### config.mk
export PLATFORM = sky130hd
export DESIGN_NAME = iara_cell
export DESIGN_NICKNAME = d
export VERILOG_FILES = /design/src/rtl/interval_attribute_range_assign_assert.svh /design/src/rtl/iara_pkg.sv /design/src/rtl/iara_cell.sv
export SDC_FILE = /design/constraint.sdc
export NUM_CORES = 1
export LEC_CHECK = 0
export ABC_AREA = 0
export BUFFER_PORTS_ARGS = -buffer_cell sky130_fd_sc_hd__buf_2
export CAP_MARGIN = 30
export CELL_PAD_IN_SITES_DETAIL_PLACEMENT = 1
export CELL_PAD_IN_SITES_GLOBAL_PLACEMENT = 1
export CORE_MARGIN = 2
export CORE_UTILIZATION = 36
export DETAILED_ROUTE_END_ITERATION = 8
export PLACE_DENSITY_LB_ADDON = 0.1
export REMOVE_ABC_BUFFERS = 1
export SETUP_SLACK_MARGIN = 0.15
export SYNTH_ARGS = -nofsm -noshare
export SYNTH_HDL_FRONTEND = slang
export SYNTH_SLANG_ARGS = --single-unit
### constraint.sdc
create_clock -name clk_i -period 2.52 [get_ports clk_i]
set_input_delay 0 -clock clk_i [delete_from_list [all_inputs] [get_ports clk_i]]
set_output_delay 0 -clock clk_i [all_outputs]
set_load 0.03 [all_outputs]
### src/rtl/interval_attribute_range_assign_assert.svh
// assertion macros for the interval attribute range assign block
// used by the top level; expects clk_i and rst_ni in the including module
`ifndef INTERVAL_ATTRIBUTE_RANGE_ASSIGN_ASSERT_SVH
`define INTERVAL_ATTRIBUTE_RANGE_ASSIGN_ASSERT_SVH
`ifndef SYNTH
`define IARA_ASSERT(lbl, prop) \
  lbl: assert property (@(posedge clk_i) disable iff (!rst_ni) prop) \
    else $error("iara assertion failed");
`define IARA_ASSERT_ALWAYS(lbl, prop) \
  lbl: assert property (@(posedge clk_i) prop) \
    else $error("iara assertion failed");
`else
`define IARA_ASSERT(lbl, prop)
`define IARA_ASSERT_ALWAYS(lbl, prop)
`endif
`endif

### src/rtl/iara_pkg.sv
// shared types, constants and helper functions for the interval table block
// no dependencies
package iara_pkg;

  localparam int TABLE_ENTRIES = 64;
  localparam int MAX_COLUMN    = 16383;
  localparam int COL_W         = 14;
  localparam int VAL_W         = 16;
  localparam int IDX_W         = 6;
  localparam int CNT_W         = $clog2(TABLE_ENTRIES + 2);

  typedef logic [COL_W-1:0] col_t;
  typedef logic [CNT_W-1:0] cnt_t;

  typedef enum logic [1:0] {
    CMD_SET_WIDTH   = 2'd0,
    CMD_SET_HIDDEN  = 2'd1,
    CMD_SET_OUTLINE = 2'd2,
    CMD_READ        = 2'd3
  } cmd_e;

  typedef enum logic [1:0] {
    ST_OK        = 2'd0,
    ST_BAD_SPAN  = 2'd1,
    ST_FULL      = 2'd2,
    ST_BAD_INDEX = 2'd3
  } status_e;

  typedef enum logic [2:0] {
    S_IDLE, S_READ, S_WALK, S_TAIL_GAP, S_FLUSH, S_PAD, S_COMMIT, S_DONE
  } state_e;

  typedef struct packed {
    col_t       first;
    col_t       last;
    logic [15:0] width;
    logic       width_set;
    logic       hidden;
    logic [7:0] outline;
  } entry_t;

  typedef struct packed {
    logic   valid;
    entry_t rec;
  } emit_t;

  typedef struct packed {
    logic a_shift;
    logic b_shift;
    logic commit;
  } cell_ctl_t;

  function automatic entry_t apply_attr(entry_t e, cmd_e c, logic [VAL_W-1:0] v);
    entry_t r;
    r = e;
    case (c)
      CMD_SET_WIDTH: begin
        r.width     = v;
        r.width_set = 1'b1;
      end
      CMD_SET_HIDDEN: r.hidden = |v;
      default: r.outline = v[7:0];
    endcase
    return r;
  endfunction

  function automatic logic same_attrs(entry_t a, entry_t b);
    return (a.width == b.width) && (a.width_set == b.width_set) &&
           (a.hidden == b.hidden) && (a.outline == b.outline);
  endfunction

endpackage

### src/rtl/iara_cell.sv
// one position of the interval chain: live entry and scratch entry
// depends on iara_pkg
module iara_cell (
  input  logic               clk_i,
  input  iara_pkg::cell_ctl_t ctl_i,
  input  iara_pkg::entry_t   a_in_i,
  input  iara_pkg::entry_t   b_in_i,
  output iara_pkg::entry_t   a_o,
  output iara_pkg::entry_t   b_o
);
  import iara_pkg::*;

  entry_t a_q, b_q;

  // live entry: rotates toward the head, or takes the scratch copy
  always_ff @(posedge clk_i) begin
    if (ctl_i.commit) begin
      a_q <= b_q;
    end else if (ctl_i.a_shift) begin
      a_q <= a_in_i;
    end
  end

  // scratch entry: shifts toward the head on each push or pad
  always_ff @(posedge clk_i) begin
    if (ctl_i.b_shift) begin
      b_q <= b_in_i;
    end
  end

  assign a_o = a_q;
  assign b_o = b_q;
endmodule

== Word-level counts from Yosys, hierarchy flattened ==
Cells that the tools add are included.
Storage, ports and cells
  bits in registers: 108
  input bits: 112
Cells by class
  muxes and demuxes: 2
  reductions and logical operators: 1
Operators with widths (count)
  54-bit 2-to-1 mux: 2
  2-bit nonzero test: 1

== Logic depth before layout (Yosys ltp) ==
Gate-level depths: netlist (run 1).
  depth after elaboration: 2
  depth in mapped cells: 3
  depth with buffers taken out: 1

== Worst setup path after synthesis (run 1) ==
OpenSTA, ideal clock, no wires.
  path kind: input-to-reg
  start: input port ctl_i[0] (netlist name)
  end: register a_q, in the netlist a_o[0] (enable)
  library setup time: 0.415 ns
  arrival time: 1.541 ns
  path slack: 0.564 ns
  stages on the path: 3
  cell sequence: buf_6 > buf_12 > or2_1
Between the ends
  cells in the longest elaborated chain, start to end: 1
RTL lines
  start, declared: line iara_cell.sv:5  | input iara_pkg::cell_ctl_t ctl_i,
  2-bit nonzero test (no line)
  end signal, assigned: line iara_cell.sv:18  | a_q <= b_q;
  end signal, assigned: line iara_cell.sv:20  | a_q <= a_in_i;
  end, declared: line iara_cell.sv:13  | entry_t a_q, b_q;
Every way passes these cells.
A chain may end at the register's enable or synchronous reset.

== Worst setup path after layout (run 1) ==
  start: input port ctl_i[0] (netlist name)
  end: register a_q, in the netlist a_o[52], data pin
Between the ends
  cells in the longest elaborated chain, start to end: 1
RTL lines
  54-bit 2-to-1 mux: line iara_cell.sv:17  | if (ctl_i.commit) begin
Every way passes these cells.

==> run_results.csv, run 1 <==
group,metric,value,unit
floorplanning,dieArea,12400,um^2
worst_setup_path,end_kind,"flip-flop",
logic_synthesis,synth_commonest_cells,"edfxtp_1, mux2_4, buf_12, mux2_2",
power,leakage,3.00,nW
global_route,grt_use_met2,35.8,%
clock_tree,cts_tree,"built",
power,cellPowerDensity,683,nW/um^2
timing,slew_violations,0,
power,p_total,4.62,mW
placement,dp_slack,1.11,ns
logic_synthesis,synth-edff-count,108,
drt,drtIter0Drc,79,
placement,dpl_cell_area,5380,um^2
clock_tree,htree_levels,3,
clock_tree,numClockSinks,108,
global_route,busiest_layer,"met2",
logic_synthesis,yosysTopAreaCell,"edfxtp_1",
clock_tree,cts_buffers,9,
floorplanning,die-width,111,um
worst_setup_path,path_cells,"buf_4 > buf_12 > mux2_2",
logic_synthesis,synth_cell_types,6,
floorplanning,ioPinCount,220,
logic_synthesis,syn_inst,169,
floorplanning,start_util,36.7,%
run_status,run_status,"finished clean",
global_route,overflow,0,
timing,rsz0062_at_grt,"no",
clock_tree,clk_latency,0.34,ns
worst_setup_path,critPathMaxStageDelay,0.43,ns
cells_and_area,utilization,59.8,%
cells_and_area,stdcell_count,652,
timing,holdWs,0.207,ns
global_route,grt_pass1_vias,3365,
flow_run,maxCapViolCount,0,
timing,slew_headroom,59.3,%
logic_synthesis,ys_seq_area_share,78.1,%
worst_hold_path,whs_path_depth,1,
worst_hold_path,holdPathEnd,"b_o[22]",
power,ir_worst_vdd,348,uV
worst_setup_path,rrSetupSlack,1.58,ns
placement,dp.cells,528,
timing,tns,0,ns
timing,fmax,951,MHz
cells_and_area,layout-drive-gt1-share,57.2,%
clock_tree,clk_pin_slew_worst_paths,0.07,ns
drt,routed_wl,11700,um
logic_synthesis,synth_top_area_share,78.1,%
drt,vias,2874,
drt,drt-pass1-iter-count,5,
worst_setup_path,crit_path_top_delay_cell,"buf_4",
global_route,met3_usage,4.41,%
logic_synthesis,synth-seq-cells,108,
logic_synthesis,async_flop_share,0,%
floorplanning,rows,39,
timing,min_period_over_period,41.7,%
drt,detail_route.wl_per_cell,17.9,um
drt,vias_per_cell,4.41,
global_route,grt_max_degree,55,
worst_setup_path,worstReg2RegEnd,"a_o[32]",
timing,tightest_slew,0.610,ns
global_route,grtUsageTotal,19.0,%
drt,drc_errors,0,
worst_setup_path,crit_fanout,30,
cells_and_area,area_growth,63.0,%
placement,place.gp.congestion,0.713,
worst_setup_path,worstPathRequired,2.61,ns
timing,setup_violations,0,
floorplanning,die-height,111,um
logic_synthesis,synth_area_leaders,"edfxtp_1, mux2_4, buf_12, mux2_2, buf_6",
floorplanning,core,11300,um^2
worst_setup_path,regToRegStartpoint,"b_o[32]",
timing,period_needed,1.05,ns
clock_tree,post_cts_buffers,0,
timing,final-hold-violation-count,0,
cells_and_area,antennaDiodeCount,0,
timing,setup_slack,1.47,ns
worst_setup_path,start_kind,"primary input",
cells_and_area,fin_nets,616,
placement,io_buffers,219,
worst_setup_path,path_class,"in2reg",
logic_synthesis,synth_most_common_cell,"edfxtp_1",
worst_setup_path,cp.arrival,1.14,ns
global_route,grt_util_met1,20.5,%
worst_hold_path,hp-start,"ctl_i[1]",
logic_synthesis,synth_warnings,0,
drt,detail-route-antenna-nets,0,
logic_synthesis,ys.flop_type,"edfxtp_1",
clock_tree,clockBufferDepth,2,
timing,skew,0.00748,ns
logic_synthesis,synthesis.area,4150,um^2
cells_and_area,final_area,6770,um^2
worst_setup_path,r2r_cells,1,
clock_tree,cts_root_buf,"clkbuf_16",
logic_synthesis,avgSynthCellArea,24.6,um^2
global_route,grt_pass1_wl,18000,um
global_route,antenna_found_initial,0,
worst_hold_path,hp-class,"in2reg",
==> power by group <==
group	internal [mW]	switching, mW
clock network	0.864	0.612
registers	2.17	0.0586
logic	0.393	0.529
total	3.42	1.20
==> timing repair <==
item | 4_1_cts | 5_1_grt
hold buffers | 108 | 0
endpoints found under the hold margin | 108 | 0
gates resized for setup | 0 | 0
==> placed cells by master, fill, tap and decap left out, drive strengths merged <==
master,n
buf,222
clkinv,4
or2,1
bufinv,2
dlygate4sd3,108
mux2,54
clkbuf,10
edfxtp,108
==> sequential cells by signal (all words and copies together), names as in the netlist <==
| signal | flops |
|---|---|
| a_o | 54 |
| b_o | 54 |
==> final cells by class <==
type                            count  area [um^2]
Timing Repair Buffer              330         2240
Multi-Input combinational cell     55          798
Tap cell                          143          179
Clock inverter                      6         78.8
Fill cell                        1098         4550
Sequential cell                   108         3240
Clock buffer                       10          229
==> per-layer routing <==
metal	share of wire, %	vias to the layer above
met3	6.4	23
met1	36	1371
met5	0	-
met2	55	136
met4	2.9	0
li1	-	1344
==> worst max path at each step <==
stage	start	endpoint	slack, ns
2_1_floorplan	ctl_i[2]	a_o[0]	0.89
4_1_cts	ctl_i[0]	a_o[52]	1.47
6_report	ctl_i[0]	a_o[52]	1.47
3_3_place_gp	ctl_i[0]	a_o[53]	1.12
3_5_place_dp	ctl_i[0]	a_o[52]	1.11
5_1_grt	ctl_i[0]	a_o[53]	1.41
==> logic make-up after synthesis <==
kind of cell,after synthesis,share of synthesized area (%)
mux,54,19.1
buf+inv,6,2.68
simple gates,1,0.151
flops,108,78.1
==> critical path, delay by kind of cell <==
kind	cells	cell delay (ns)
buf+inv	2	0.72
mux	1	0.36
Note: power is estimated with default switching activity, not from simulation.
==> run 2: changes to the inputs <==
--- a/config.mk
+++ b/config.mk
@@ -11,7 +11,7 @@
 export CELL_PAD_IN_SITES_DETAIL_PLACEMENT = 1
 export CELL_PAD_IN_SITES_GLOBAL_PLACEMENT = 1
 export CORE_MARGIN = 2
-export CORE_UTILIZATION = 36
+export CORE_UTILIZATION = 33
 export DETAILED_ROUTE_END_ITERATION = 8
 export PLACE_DENSITY_LB_ADDON = 0.1
 export REMOVE_ABC_BUFFERS = 1
==> constraint.sdc (replaced) <==
create_clock -name clk_i -period 0.89 [get_ports clk_i]
set_input_delay 0 -clock clk_i [delete_from_list [all_inputs] [get_ports clk_i]]
set_output_delay 0 -clock clk_i [all_outputs]
set_load 0.03 [all_outputs]
==> run 2 against run 1 <==
The run now ends with hold timing, setup timing left. Design area up 4.6%. Clock-buffer cell count is 2 higher. Largest power group unchanged. Clock power rose to 2.6 times the previous value. Sequential share of layout area decreased by 2.1 points. Via count shrank 5.9%. Sequential cell count is the same. Power grew to 2.9 times the previous value.
==> run_results.csv, run 2 (synthesis results as in run 1) <==
group,metric,value,unit
run_status,run_status,"finished with violations",
run_status,violations,"hold timing, setup timing",
drt,routed_wl,11300,um
clock_tree,clockBufferDepth,2,
clock_tree,htree_levels,3,
power,p_seq_share,48.3,%
cells_and_area,mostFrequentLayoutCells,"buf_6, buf_2, edfxtp_1",
timing,skew,0.00649,ns
timing,min_period_over_period,116,%
floorplanning,rows,40,
global_route,grt_pass1_vias,3168,
timing,setup_slack,-0.143,ns
worst_setup_path,path_class,"reg2reg",
power,switching_power,3.42,mW
drt,detail-route-antenna-nets,0,
worst_hold_path,hp-class,"in2reg",
worst_setup_path,worstReg2RegEnd,"a_o[15]",
power,leakage,3.09,nW
worst_setup_path,end_kind,"flip-flop",
drt,vias_per_cell,4.26,
cells_and_area,final_common_cell,"buf_6",
clock_tree,cts_root_buf,"clkbuf_16",
flow_run,maxCapViolCount,0,
placement,io_buffers,219,
timing,final-hold-violation-count,54,
power,ir_worst_vdd,1020,uV
drt,detail_route.wl_per_cell,17.8,um
worst_setup_path,regToRegStartpoint,"b_o[15]",
global_route,antenna_found_initial,0,
worst_setup_path,crit_fanout,2,
timing,slew_headroom,87.9,%
placement,place.gp.congestion,0.714,
floorplanning,core,12200,um^2
power,combPwrFrac,22.7,%
clock_tree,clk_pin_slew_worst_paths,0.07,ns
worst_setup_path,critPathMaxStageDelay,0.40,ns
worst_setup_path,path_cells,"buf_4 > mux2_4",
placement,dp_slack,-0.137,ns
power,cellPowerDensity,1880,nW/um^2
floorplanning,dieArea,13500,um^2
cells_and_area,final_area,7080,um^2
drt,vias,2703,
timing,tightest_slew,0.182,ns
global_route,grt_pass1_wl,16800,um
floorplanning,die-width,116,um
worst_setup_path,rrSetupSlack,-0.14,ns
timing,tns,-4.20,ns
clock_tree,cts_buffers,9,
clock_tree,clk_latency,0.35,ns
drt,drt-pass1-iter-count,4,
cells_and_area,fillers,1171,
power,p_total,13.3,mW
placement,dp_hpwl,7890,um
placement,dpl_cell_area,5550,um^2
worst_hold_path,whs_path_depth,2,
timing,fmax,968,MHz
timing,rsz0062_at_grt,"yes",
clock_tree,numClockSinks,108,
power,netSwitchingFraction,25.8,%
clock_tree,cts_hold_buf,54,
drt,drtIter0Drc,133,
global_route,overflow,0,
clock_tree,cts_tree,"built",
timing,holdWs,-0.0500,ns
floorplanning,ioPinCount,220,
global_route,grtUsageTotal,17.1,%
floorplanning,die-height,116,um
worst_setup_path,crit_path_top_delay_cell,"edfxtp_1",
cells_and_area,area_growth,70.5,%
cells_and_area,antennaDiodeCount,0,
timing,slew_violations,0,
floorplanning,start_util,34.1,%
placement,dp.cells,565,
cells_and_area,layout-drive-gt1-share,64.5,%
drt,drc_errors,0,
worst_setup_path,start_kind,"flip-flop",
worst_setup_path,r2r_cells,2,
power,p_int,9.86,mW
timing,period_needed,1.03,ns
timing,setup_violations,122,
worst_setup_path,worstPathRequired,0.99,ns
worst_setup_path,cp.arrival,1.13,ns
cells_and_area,fin_nets,575,
global_route,grt_max_degree,32,
power,clkPwrFrac,29.0,%
cells_and_area,utilization,58.2,%
worst_hold_path,holdPathEnd,"a_o[8]",
worst_hold_path,hp-start,"a_in_i[8]",
cells_and_area,stdcell_count,635,
## run 2: cell count changes in the layout (fill, tap and decap cells not counted)
| cell | previous run | this run |
|---|---|---|
| mux2_4 | 49 | 54 |
| buf_6 | 0 | 111 |
| bufinv_16 | 2 | 1 |
| dlygate4sd3_1 | 108 | 54 |
| buf_4 | 1 | 7 |
| clkbuf_1 | 1 | 3 |
| mux2_2 | 5 | 0 |
| clkinv_2 | 3 | 1 |
| buf_12 | 3 | 7 |
| buf_2 | 218 | 110 |
## run 2: cell type report
type	instances	area, um^2	area share (%)
Sequential cell	108	3240	45.8
Tap cell	168	210	2.97
Timing Repair Buffer	289	2530	35.8
Clock buffer	12	236	3.34
Multi-Input combinational cell	55	817	11.5
Clock inverter	3	38.8	0.548
## run 2: critical path: cells and delay by family (launching register included)
kind / cells / cell delay, ns
multiplexers: 1 / 0.24
buffers and inverters: 1 / 0.15
flip-flops: 1 / 0.40
## run 2: repair_timing
item / CTS / global route
endpoints found under the setup margin: 162 / 162
buffers inserted: 1 / 0
hold endpoints to repair: 108 / 54
gates resized for setup: 220 / 4
## run 2: routing by layer
metal | up-vias | share of wire (%) | track usage (%)
met1 | 1310 | 33 | 16.6
met4 | 0 | 2.4 | 7.86
li1 | 1256 | - | -
met5 | - | 0 | 0
met3 | 18 | 7.6 | 6.02
met2 | 119 | 57 | 32.5
## run 2: how the worst max path moves through the flow
stage          startpoint      end  slack (ns)
6_report          b_o[15]  a_o[15]       -0.14
3_5_place_dp     ctl_i[0]   a_o[1]       -0.14
3_3_place_gp     ctl_i[0]   a_o[1]       -0.11
4_1_cts           b_o[12]  b_o[12]       -0.15
5_1_grt           b_o[15]  b_o[15]       -0.17
2_1_floorplan    ctl_i[2]   a_o[0]       -0.74
## run 2: power groups by stage
stage,Combinational [mW],Sequential (mW),Clock (mW)
after floorplan,0.382,7.35,0
final,3.02,6.41,3.84
after detailed placement,2.32,6.41,0
after CTS,3.04,6.42,3.96
after global placement,2.28,6.39,0
after global routing,3.16,6.46,4.12
