File: config.mk
export PLATFORM = sky130hd
export DESIGN_NAME = iara_merge
export DESIGN_NICKNAME = d
export VERILOG_FILES = /design/src/rtl/interval_attribute_range_assign_assert.svh /design/src/rtl/iara_pkg.sv /design/src/rtl/iara_merge.sv
export SDC_FILE = /design/constraint.sdc
export NUM_CORES = 1
export LEC_CHECK = 0
export BUFFER_PORTS_ARGS = -buffer_cell sky130_fd_sc_hd__buf_2
export CORE_MARGIN = 2
export CORE_UTILIZATION = 48
export CTS_CLUSTER_SIZE = 10
export DETAILED_ROUTE_END_ITERATION = 8
export GPL_ROUTABILITY_DRIVEN = 0
export PLACE_DENSITY = 0.75
export SYNTH_ARGS = -nofsm -noshare
export SYNTH_HDL_FRONTEND = slang
export SYNTH_SLANG_ARGS = --single-unit
File: constraint.sdc
create_clock -name clk_i -period 3.68 [get_ports clk_i]
set_clock_uncertainty 0.2 [all_clocks]
set_input_delay 0.184 -clock clk_i [delete_from_list [all_inputs] [get_ports clk_i]]
set_output_delay 0.184 -clock clk_i [all_outputs]
set_load 0.005 [all_outputs]
File: src/rtl/interval_attribute_range_assign_assert.svh
// assertion macros for the interval attribute range assign block
// used by the top level; expects clk_i and rst_ni in the including module
`ifndef INTERVAL_ATTRIBUTE_RANGE_ASSIGN_ASSERT_SVH
`define INTERVAL_ATTRIBUTE_RANGE_ASSIGN_ASSERT_SVH
`ifndef SYNTH
`define IARA_ASSERT(lbl, prop) \
  lbl: assert property (@(posedge clk_i) disable iff (!rst_ni) prop) \
    else $error("iara assertion failed");
`define IARA_ASSERT_ALWAYS(lbl, prop) \
  lbl: assert property (@(posedge clk_i) prop) \
    else $error("iara assertion failed");
`else
`define IARA_ASSERT(lbl, prop)
`define IARA_ASSERT_ALWAYS(lbl, prop)
`endif
`endif

File: src/rtl/iara_pkg.sv
// shared types, constants and helper functions for the interval table block
// no dependencies
package iara_pkg;

  localparam int TABLE_ENTRIES = 64;
  localparam int MAX_COLUMN    = 16383;
  localparam int COL_W         = 14;
  localparam int VAL_W         = 16;
  localparam int IDX_W         = 6;
  localparam int CNT_W         = $clog2(TABLE_ENTRIES + 2);

  typedef logic [COL_W-1:0] col_t;
  typedef logic [CNT_W-1:0] cnt_t;

  typedef enum logic [1:0] {
    CMD_SET_WIDTH   = 2'd0,
    CMD_SET_HIDDEN  = 2'd1,
    CMD_SET_OUTLINE = 2'd2,
    CMD_READ        = 2'd3
  } cmd_e;

  typedef enum logic [1:0] {
    ST_OK        = 2'd0,
    ST_BAD_SPAN  = 2'd1,
    ST_FULL      = 2'd2,
    ST_BAD_INDEX = 2'd3
  } status_e;

  typedef enum logic [2:0] {
    S_IDLE, S_READ, S_WALK, S_TAIL_GAP, S_FLUSH, S_PAD, S_COMMIT, S_DONE
  } state_e;

  typedef struct packed {
    col_t       first;
    col_t       last;
    logic [15:0] width;
    logic       width_set;
    logic       hidden;
    logic [7:0] outline;
  } entry_t;

  typedef struct packed {
    logic   valid;
    entry_t rec;
  } emit_t;

  typedef struct packed {
    logic a_shift;
    logic b_shift;
    logic commit;
  } cell_ctl_t;

  function automatic entry_t apply_attr(entry_t e, cmd_e c, logic [VAL_W-1:0] v);
    entry_t r;
    r = e;
    case (c)
      CMD_SET_WIDTH: begin
        r.width     = v;
        r.width_set = 1'b1;
      end
      CMD_SET_HIDDEN: r.hidden = |v;
      default: r.outline = v[7:0];
    endcase
    return r;
  endfunction

  function automatic logic same_attrs(entry_t a, entry_t b);
    return (a.width == b.width) && (a.width_set == b.width_set) &&
           (a.hidden == b.hidden) && (a.outline == b.outline);
  endfunction

endpackage

File: src/rtl/iara_merge.sv
// pending-record stage that coalesces emitted intervals and counts pushes
// depends on iara_pkg
module iara_merge (
  input  logic              clk_i,
  input  logic              rst_ni,
  input  logic              clear_i,
  input  logic              flush_i,
  input  iara_pkg::emit_t   emit_i,
  output iara_pkg::emit_t   push_o,
  output iara_pkg::cnt_t    cnt_o
);
  import iara_pkg::*;

  entry_t p_q, p_d;
  logic   pv_q, pv_d;
  cnt_t   cnt_q, cnt_d;
  logic   joinable;

  // adjacent and equal attributes extend the pending record
  assign joinable = pv_q &&
                    (({1'b0, p_q.last} + (COL_W+1)'(1)) == {1'b0, emit_i.rec.first}) &&
                    same_attrs(p_q, emit_i.rec);

  always_comb begin
    p_d          = p_q;
    pv_d         = pv_q;
    push_o.valid = 1'b0;
    push_o.rec   = p_q;
    if (emit_i.valid) begin
      if (joinable) begin
        p_d.last = emit_i.rec.last;
      end else begin
        push_o.valid = pv_q;
        p_d          = emit_i.rec;
        pv_d         = 1'b1;
      end
    end
    if (flush_i) begin
      push_o.valid = pv_q;
      pv_d         = 1'b0;
    end
    cnt_d = cnt_q;
    if (push_o.valid && (cnt_q <= cnt_t'(TABLE_ENTRIES))) begin
      cnt_d = cnt_q + cnt_t'(1);
    end
    if (clear_i) begin
      pv_d  = 1'b0;
      cnt_d = '0;
    end
  end

  // control state
  always_ff @(posedge clk_i or negedge rst_ni) begin
    if (!rst_ni) begin
      pv_q  <= 1'b0;
      cnt_q <= '0;
    end else begin
      pv_q  <= pv_d;
      cnt_q <= cnt_d;
    end
  end

  // pending payload
  always_ff @(posedge clk_i) begin
    p_q <= p_d;
  end

  assign cnt_o = cnt_q;
endmodule

Yosys cells after proc, flatten, opt, wreduce, memory -nomap -nowiden:

Index checks and enable logic that the tools add are counted.

* output and inout port bits: 62
* word-level logic and storage cells: 37
* bits in registers: 62
* input bits: 59

* multiplexer cells: 9
* equal/unequal tests: 6
* bitwise gates (word level): 1
* $add $sub $neg: 2
* order comparisons: 1
* reductions and logical operators: 10

Operators by type and width (count)
* == test 16 bit: 1
* adder 14 x 1 -> 15 bit (second input constant): 1
* == test 15 x 14 -> 1 bit: 1
* 2-to-1 mux 7 bit: 2
* == test 8 bit: 1
* adder 7 x 1 -> 7 bit (second input constant): 1
* <= comparator 7 bit (second input constant): 1
* 2-to-1 mux 1 bit: 7
* logical AND 1 bit: 6
* AND reduction 2 bit: 2
* inequality test 3 bit (second input constant): 1
* nonzero test 3 bit: 1
* == test 1 bit: 2
* nonzero test 2 bit: 1
* NOT 1 bit: 1

Depth between registers and ports, before layout:

Gate-level depths: netlist (run 1).

* depth after elaboration: 11
* mapped depth: 9
* mapped depth without buffers: 8

Worst setup path before layout (run 1):

No wires, ideal clock.

* path kind: register to register
* from: reg p_q (netlist bit push_o[26])
* to: reg pv_q
* path buffers: 1
* cell stages (with the launch flop): 10
* library setup time: 0.122 ns
* setup slack: 0.243 ns
* data required time: 3.358 ns
* arrival: 3.115 ns
* clock period less this slack: 3.437 ns
* cells stage by stage: edfxtp_1 > ha_1 > and4_4 > buf_6 > and4_4 > or4_4 > a2111oi_4 > nand4_1 > and2_1 > o21a_1

* cells in the longest elaborated chain, start to end: 6

RTL lines
* start, declared: RTL line iara_merge.sv:14 `entry_t p_q, p_d;`
* start signal, assigned: RTL line iara_merge.sv:65 `p_q <= p_d;`
* adder 14 x 1 -> 15 bit: RTL line iara_merge.sv:21 `(({1'b0, p_q.last} + (COL_W+1)'(1)) == {1'b0, emit_i.rec.first}) &&`
* == test 15 x 14 -> 1 bit: RTL line iara_merge.sv:21
* logical AND 1 bit: RTL line iara_merge.sv:20 `assign joinable = pv_q &&`
* logical AND 1 bit: RTL line iara_merge.sv:21
* inequality test 3 bit (no line)
* AND reduction 2 bit (no line)
* end signal, assigned: RTL line iara_merge.sv:58 `pv_q <= pv_d;`
* end, declared: RTL line iara_merge.sv:15 `logic pv_q, pv_d;`

Every way passes these cells.
A chain may end at the register's enable or synchronous reset.

Worst setup path in the final report (run 1):

Same ends and word-level chain as after synthesis.

==> run summary, run 1 <==
Status - complete, no violations
Most frequent cells in the layout - buf_2, dlygate4sd3_1, edfxtp_1
Total GRT Usage - 23.0%
Final design area excluding fillers - 0.00443 mm²
Clk pin slew, worst setup/hold paths - 0.08 ns
Post-synth top area cell - edfxtp_1
Fin crit share - 90.2%
Synth Cell Area - 0.00299 mm²
Warnings, synthesis - 0
Logic gate share of total power - 15.7%
I/O Buffers - 120
Num CTS Buffers - 9
Fmax - 301 MHz
CTS resizes - 0
FP Rows - 28
Final Util - 74.3%
Post-synthesis compound-gate area fraction - 7.53%
PD cells - 391 mW/mm²
Setup TNS Final - 0 ns
Fin crit period - 3.32 ns
Syn Inst Count - 220
Core region area - 0.00596 mm²
RSZ-0062 raised after global routing - false
First-pass GRT wire length - 12400 µm
Dominant synthesized flop cell - edfxtp_1
# Max-Cap Violations - 0
Post-CTS Setup Inserts - 0
CTS tree - yes
Final hold violations - 0
Slowest stage delay, CP - 0.52 ns
Final HPWL DP - 5160 µm
Final Max Tran Viols - 0
CP arrival - 3.36 ns
CP max stage cell - and2_2
Die X - 82.9 µm
Multiplexer share of the synthesized area - 2.80%
Leakage - 1.81 nW
Hold WC Path Type - in2async
Critical Path End Type - flip-flop
Post-route setup slack - 0.360 ns
Sequential cell fraction of total power - 49.8%
Worst Path Buf+Inv - 0
Post-Synth Adder-Cell Area - 1.26%
Wire per inst - 15.9 µm
Worst IR Drop VDD - 0.301 mV
Die area - 0.00687 mm²
Post-synth EDFFs - 54
Largest net degree at the start of global routing - 42
Initial drt markers - 152
Crit Path Category - reg2reg
Most common cell after layout, fill and taps aside - buf_2
Root buf cell - clkbuf_8
Final setup violation count - 0
Final ANT Viol Nets - 0
Antenna violations before repair - 1
H-tree depth - 3
DP Worst Slack - 0.378 ns
Vias in the first global route - 2559
Cell mode on critical path - and4_4
NumNets Final - 466
Synth area leaders - edfxtp_1, xnor2_1, dfrtp_1
Number of iterations in the first detailed-routing pass - 4
Sw power - 448 µW
Crit start category - flip-flop
Fraction of layout cells with a size suffix above 1 - 35.5%
Die height - 82.9 µm
Syn_area_per_cell - 13.6 µm²
Async SR Flop Fraction - 12.9%
Worst slew margin - 36.7%
Cell internal pwr - 1.28 mW
CTS Buffer Depth - 2
Sw Share - 25.8%
Starting Density - 50.2%
Via/cell ratio - 5.29
Skew-Pair Late Insertion Delay - 0.35 ns
Area share of and/or/nand/nor cells after synthesis - 15.5%
Total nets after synthesis - 282
DRC Markers - 0
Area share of the largest cell type after synthesis - 54.2%
Seq/Total Area, Yosys - 60.9%
Dpl cell area - 0.00365 mm²
GRT overflow - 0
Via count - 2564
Largest delay contributor family on the critical path - simple AND/OR/NAND/NOR gates
Crit Path Max Fanout - 41
Ports - 121
Distinct cell type count after synthesis - 48
Inst Count DP - 411
Clock share of power - 34.5%
Routed wire length - 7700 µm
Post-synthesis xor/xnor area fraction - 10.5%
Synth Register Bits - 62
Critical Path RT - 3.72 ns
# clock sinks - 62
Main combinational cell family by area after synthesis - simple AND/OR/NAND/NOR gates
Worst path cell trace - ha_1, and4_4, and4_4, or4_4, a2111oi_4, nand4_1, and2_2, o21a_1
Slew @ Worst Pin - 0.949 ns
Final non-filler cell total - 485
Area Overhead vs Synth - 48.1%
logic make-up (layout without fill, tap and decap cells):
group,after synthesis,count (layout)
adders and majority gates,3,3
DFF,62,62
other,0,1
AOI/OAI and AO/OA,29,29
xor gates and xnor gates,36,36
muxes,7,7
buffers and inverters,7,196
and+or+nand+nor,76,76
metrics by stage:
| step | hold WS (ns) | power (mW) |
|---|---|---|
| final | 0.0108 | 1.73 |
| after global routing | 0.0434 | 1.80 |
| after CTS | 0.00737 | 1.74 |
| after detailed placement | -0.161 | 1.10 |
| after global placement | -0.160 | 1.09 |
| after floorplan | -0.312 | 0.981 |
area by class of cell:
| cell class | instances | area, µm² |
|---|---|---|
| well taps | 75 | 93.8 |
| diodes | 1 | 2.50 |
| multi-input cells | 151 | 1130 |
| clock inverters | 7 | 75.1 |
| inverters | 3 | 11.3 |
| repair buffers | 177 | 1170 |
| flip-flops and latches | 62 | 1820 |
| fillers | 415 | 1530 |
| clock buffers | 9 | 124 |
routing by layer:
metal  wire length [µm]  up-vias  track usage [%]
met3                507       19             4.77
li1                   -     1208                -
met5                  0        -                0
met2               3890      113             39.2
met1               3080     1224             27.5
met4                222        0             11.6
sequential cells by signal, indices dropped and copies added (netlist names):
register,flops
push_o,54
cnt_o,7
pv_q,1
synth_stat cells, types with 2 or more instances:
master,count
edfxtp_1,54
xnor2_1,34
nor2_1,13
nand4_1,10
nand2_1,9
dfrtp_1,8
a21oi_1,7
nor2b_1,7
and2_1,4
nand2b_1,4
nand3_1,4
nor3_1,4
nor4_1,4
and3_1,3
ha_1,3
inv_1,3
mux2_1,3
o211ai_1,3
o21a_1,3
o21ai_0,3
a22oi_1,2
and4_4,2
buf_6,2
clkbuf_1,2
mux2_4,2
mux2i_1,2
o2111ai_1,2
or3_1,2
xor2_1,2
power by group through the flow:
stage                     registers [mW]  logic, mW  clock network, mW
final                              0.863      0.271              0.598
after detailed placement           0.876      0.221                  0
after global routing               0.871      0.296              0.637
after global placement             0.876      0.218                  0
after CTS                          0.862      0.268              0.606
after floorplan                    0.877      0.104                  0
timing repair:
action                                 in CTS  in global routing
hold buffers                               57                  0
setup endpoints to repair                   0                  0
endpoints found under the hold margin      64                  0
path summary, 6_finish.rpt:
| path | start | endpoint | slack, ns | cells past startpoint |
|---|---|---|---|---|
| max in group asynchronous | rst_ni | cnt_o[2] | 3.09 | 2 |
| worst min register to register | pv_q | pv_q | 0.36 | 1 |
| worst max register to register | push_o[26] | pv_q | 0.36 | 8 |
| worst min-delay path | rst_ni | cnt_o[3] | 0.01 | 2 |
| worst max-delay path | push_o[26] | pv_q | 0.36 | 8 |
| min in group clk_i | emit_i[54] | push_o[27] | 0.07 | 1 |
Power figures use the tool's default switching activity.
==> run 2, diff against run 1 <==
CORE_UTILIZATION = 50   (was 48)
CTS_BUF_LIST = sky130_fd_sc_hd__clkbuf_8   (was default)
PLACE_DENSITY = 0.78   (was 0.75)
==> run 2 against run 1 <==
Clock power decreased by 5.0%. Power is 1.5% lower. Setup slack improved by 0.017 ns. Critical endpoint unchanged. Critical path type unchanged. Largest power group unchanged.
==> run summary, run 2 (synthesized netlist as in run 1, its figures left out) <==
Status - complete, no violations
Cell mode on critical path - and4_4
Fraction of layout cells with a size suffix above 1 - 35.5% (unchanged)
Die height - 81.3 µm (-1.9%)
Worst path cell trace - ha_1, and4_4, and4_4, or4_4, a2111oi_4, nand4_1, and2_2, o21a_1
GRT overflow - 0 (unchanged)
Critical Path End Type - flip-flop
Area Overhead vs Synth - 47.7%
Slowest stage delay, CP - 0.52 ns (about the same)
Leakage - 1.82 nW (+0.18%)
Final non-filler cell total - 484 (-0.21%)
NumNets Final - 466 (unchanged)
End of the worst register-to-register path - pv_q
Final ANT Viol Nets - 0 (unchanged)
Worst slew margin - 37.3% (+0.59 points)
Skew-Pair Late Insertion Delay - 0.35 ns (about the same)
Fmax - 303 MHz (+0.51%)
Most frequent cells in the layout - buf_2, dlygate4sd3_1, edfxtp_1
Crit start category - flip-flop
Final Util - 75.4% (+1.1 points)
Antenna violations before repair - 0 (-1)
Largest net degree at the start of global routing - 42 (unchanged)
PD cells - 386 mW/mm² (-1.2%)
DRC Markers - 0 (unchanged)
WP depth - 8 (unchanged)
CTS tree - yes
Final setup violation count - 0 (unchanged)
Via/cell ratio - 5.34 (+0.95%)
Total GRT Usage - 24.4% (+1.4 points)
Vias in the first global route - 2477 (-3.2%)
Inst Count DP - 411 (unchanged)
Die X - 81.3 µm (-1.9%)
Ant. Diodes - 0 (-1)
Critical Path RT - 3.71 ns (about the same)
Wire per inst - 15.9 µm (+0.27%)
Reg2Reg Setup Slack - 0.38 ns (+0.02 ns)
Num CTS Buffers - 9 (unchanged)
Starting Density - 51.1% (+0.90 points)
Tot Pwr - 1.71 mW (-1.5%)
Final hold violations - 0 (unchanged)
CTS Buffer Depth - 2 (unchanged)
Fin crit period - 3.30 ns (-0.0169 ns)
Final Max Tran Viols - 0 (unchanged)
Setup TNS Final - 0 ns (unchanged)
Root buf cell - clkbuf_8
Initial drt markers - 178 (+17%)
Via count - 2583 (+0.74%)
Routed wire length - 7710 µm (about the same)
CP max stage cell - and2_2
FP Rows - 28 (unchanged)
Final design area excluding fillers - 0.00441 mm² (-0.28%)
DP Worst Slack - 0.400 ns (+0.0223 ns)
Worst Path Buf+Inv - 0 (unchanged)
Post-CTS Setup Inserts - 0 (unchanged)
Cts hold-fix bufs - 57 (unchanged)
Largest delay contributor family on the critical path - simple AND/OR/NAND/NOR gates
Number of iterations in the first detailed-routing pass - 5 (+1)
Worst Setup SP - push_o[26]
First-pass GRT wire length - 11700 µm (-5.8%)
Largest register FFs - 54 (unchanged)
FF-to-FF Start - push_o[26]
Worst setup path end - pv_q
Fin crit share - 89.8% (-0.46 points)
Dpl cell area - 0.00365 mm² (unchanged)
CP arrival - 3.34 ns (-0.02 ns)
Ports - 121 (unchanged)
H-tree depth - 3 (unchanged)
Crit Path Category - reg2reg
Worst IR Drop VDD - 0.292 mV (-2.8%)
Clk pin slew, worst setup/hold paths - 0.06 ns (-0.02 ns)
Die area - 0.00661 mm² (-3.8%)
# clock sinks - 62 (unchanged)
I/O Buffers - 120 (unchanged)
Most common cell after layout, fill and taps aside - buf_2
R2R cell count - 8 (unchanged)
Slew @ Worst Pin - 0.940 ns (-0.00890 ns)
Final HPWL DP - 5190 µm (+0.54%)
Hold Slack - 0.0147 ns (+0.00395 ns)
RSZ-0062 raised after global routing - false
# Max-Cap Violations - 0 (unchanged)
Hold WC Path Type - in2async
Post-route setup slack - 0.377 ns (+0.0169 ns)
CTS resizes - 0 (unchanged)
Core region area - 0.00585 mm² (-1.8%)
Crit Path Max Fanout - 41 (unchanged)
-- run 2: routing by layer --
metal | up-vias | part of all wire (%) | track usage (%)
met5 | - | 0 | 0
met4 | 0 | 2.2 | 10.7
met3 | 15 | 5.9 | 6.89
met2 | 108 | 54 | 43.7
met1 | 1251 | 38 | 26.8
li1 | 1209 | - | -
-- run 2: how the worst min path moves through the flow --
stage / startpoint / to / depth (start not counted)
floorplan: rst_ni / cnt_o[0] / 0
global placement: rst_ni / cnt_o[5] / 1
detailed placement: rst_ni / cnt_o[6] / 1
CTS: rst_ni / pv_q / 2
global route: rst_ni / pv_q / 2
finish: rst_ni / pv_q / 2
-- run 2: final cells by class --
class	instances	area, µm²
Sequential cell	62	1820
Fill cell	377	1440
Timing Repair Buffer	177	1170
Multi-Input combinational cell	151	1130
Clock buffer	9	124
Tap cell	75	93.8
Clock inverter	7	65.1
Inverter	3	11.3
-- run 2: where the power goes --
| group | internal, mW | total (mW) | switching, mW |
|---|---|---|---|
| sequential | 0.823 | 0.863 | 0.0405 |
| clock | 0.307 | 0.568 | 0.261 |
| combinational | 0.149 | 0.274 | 0.125 |
| total | 1.28 | 1.71 | 0.426 |
-- run 2: worst register-to-register path: cells and delay by family (launching register included) --
family,cells,cell delay [ns]
adders and majority gates,1,0.31
and+or+nand+nor,5,1.52
DFF,1,0.46
AOI/OAI and AO/OA,2,0.72
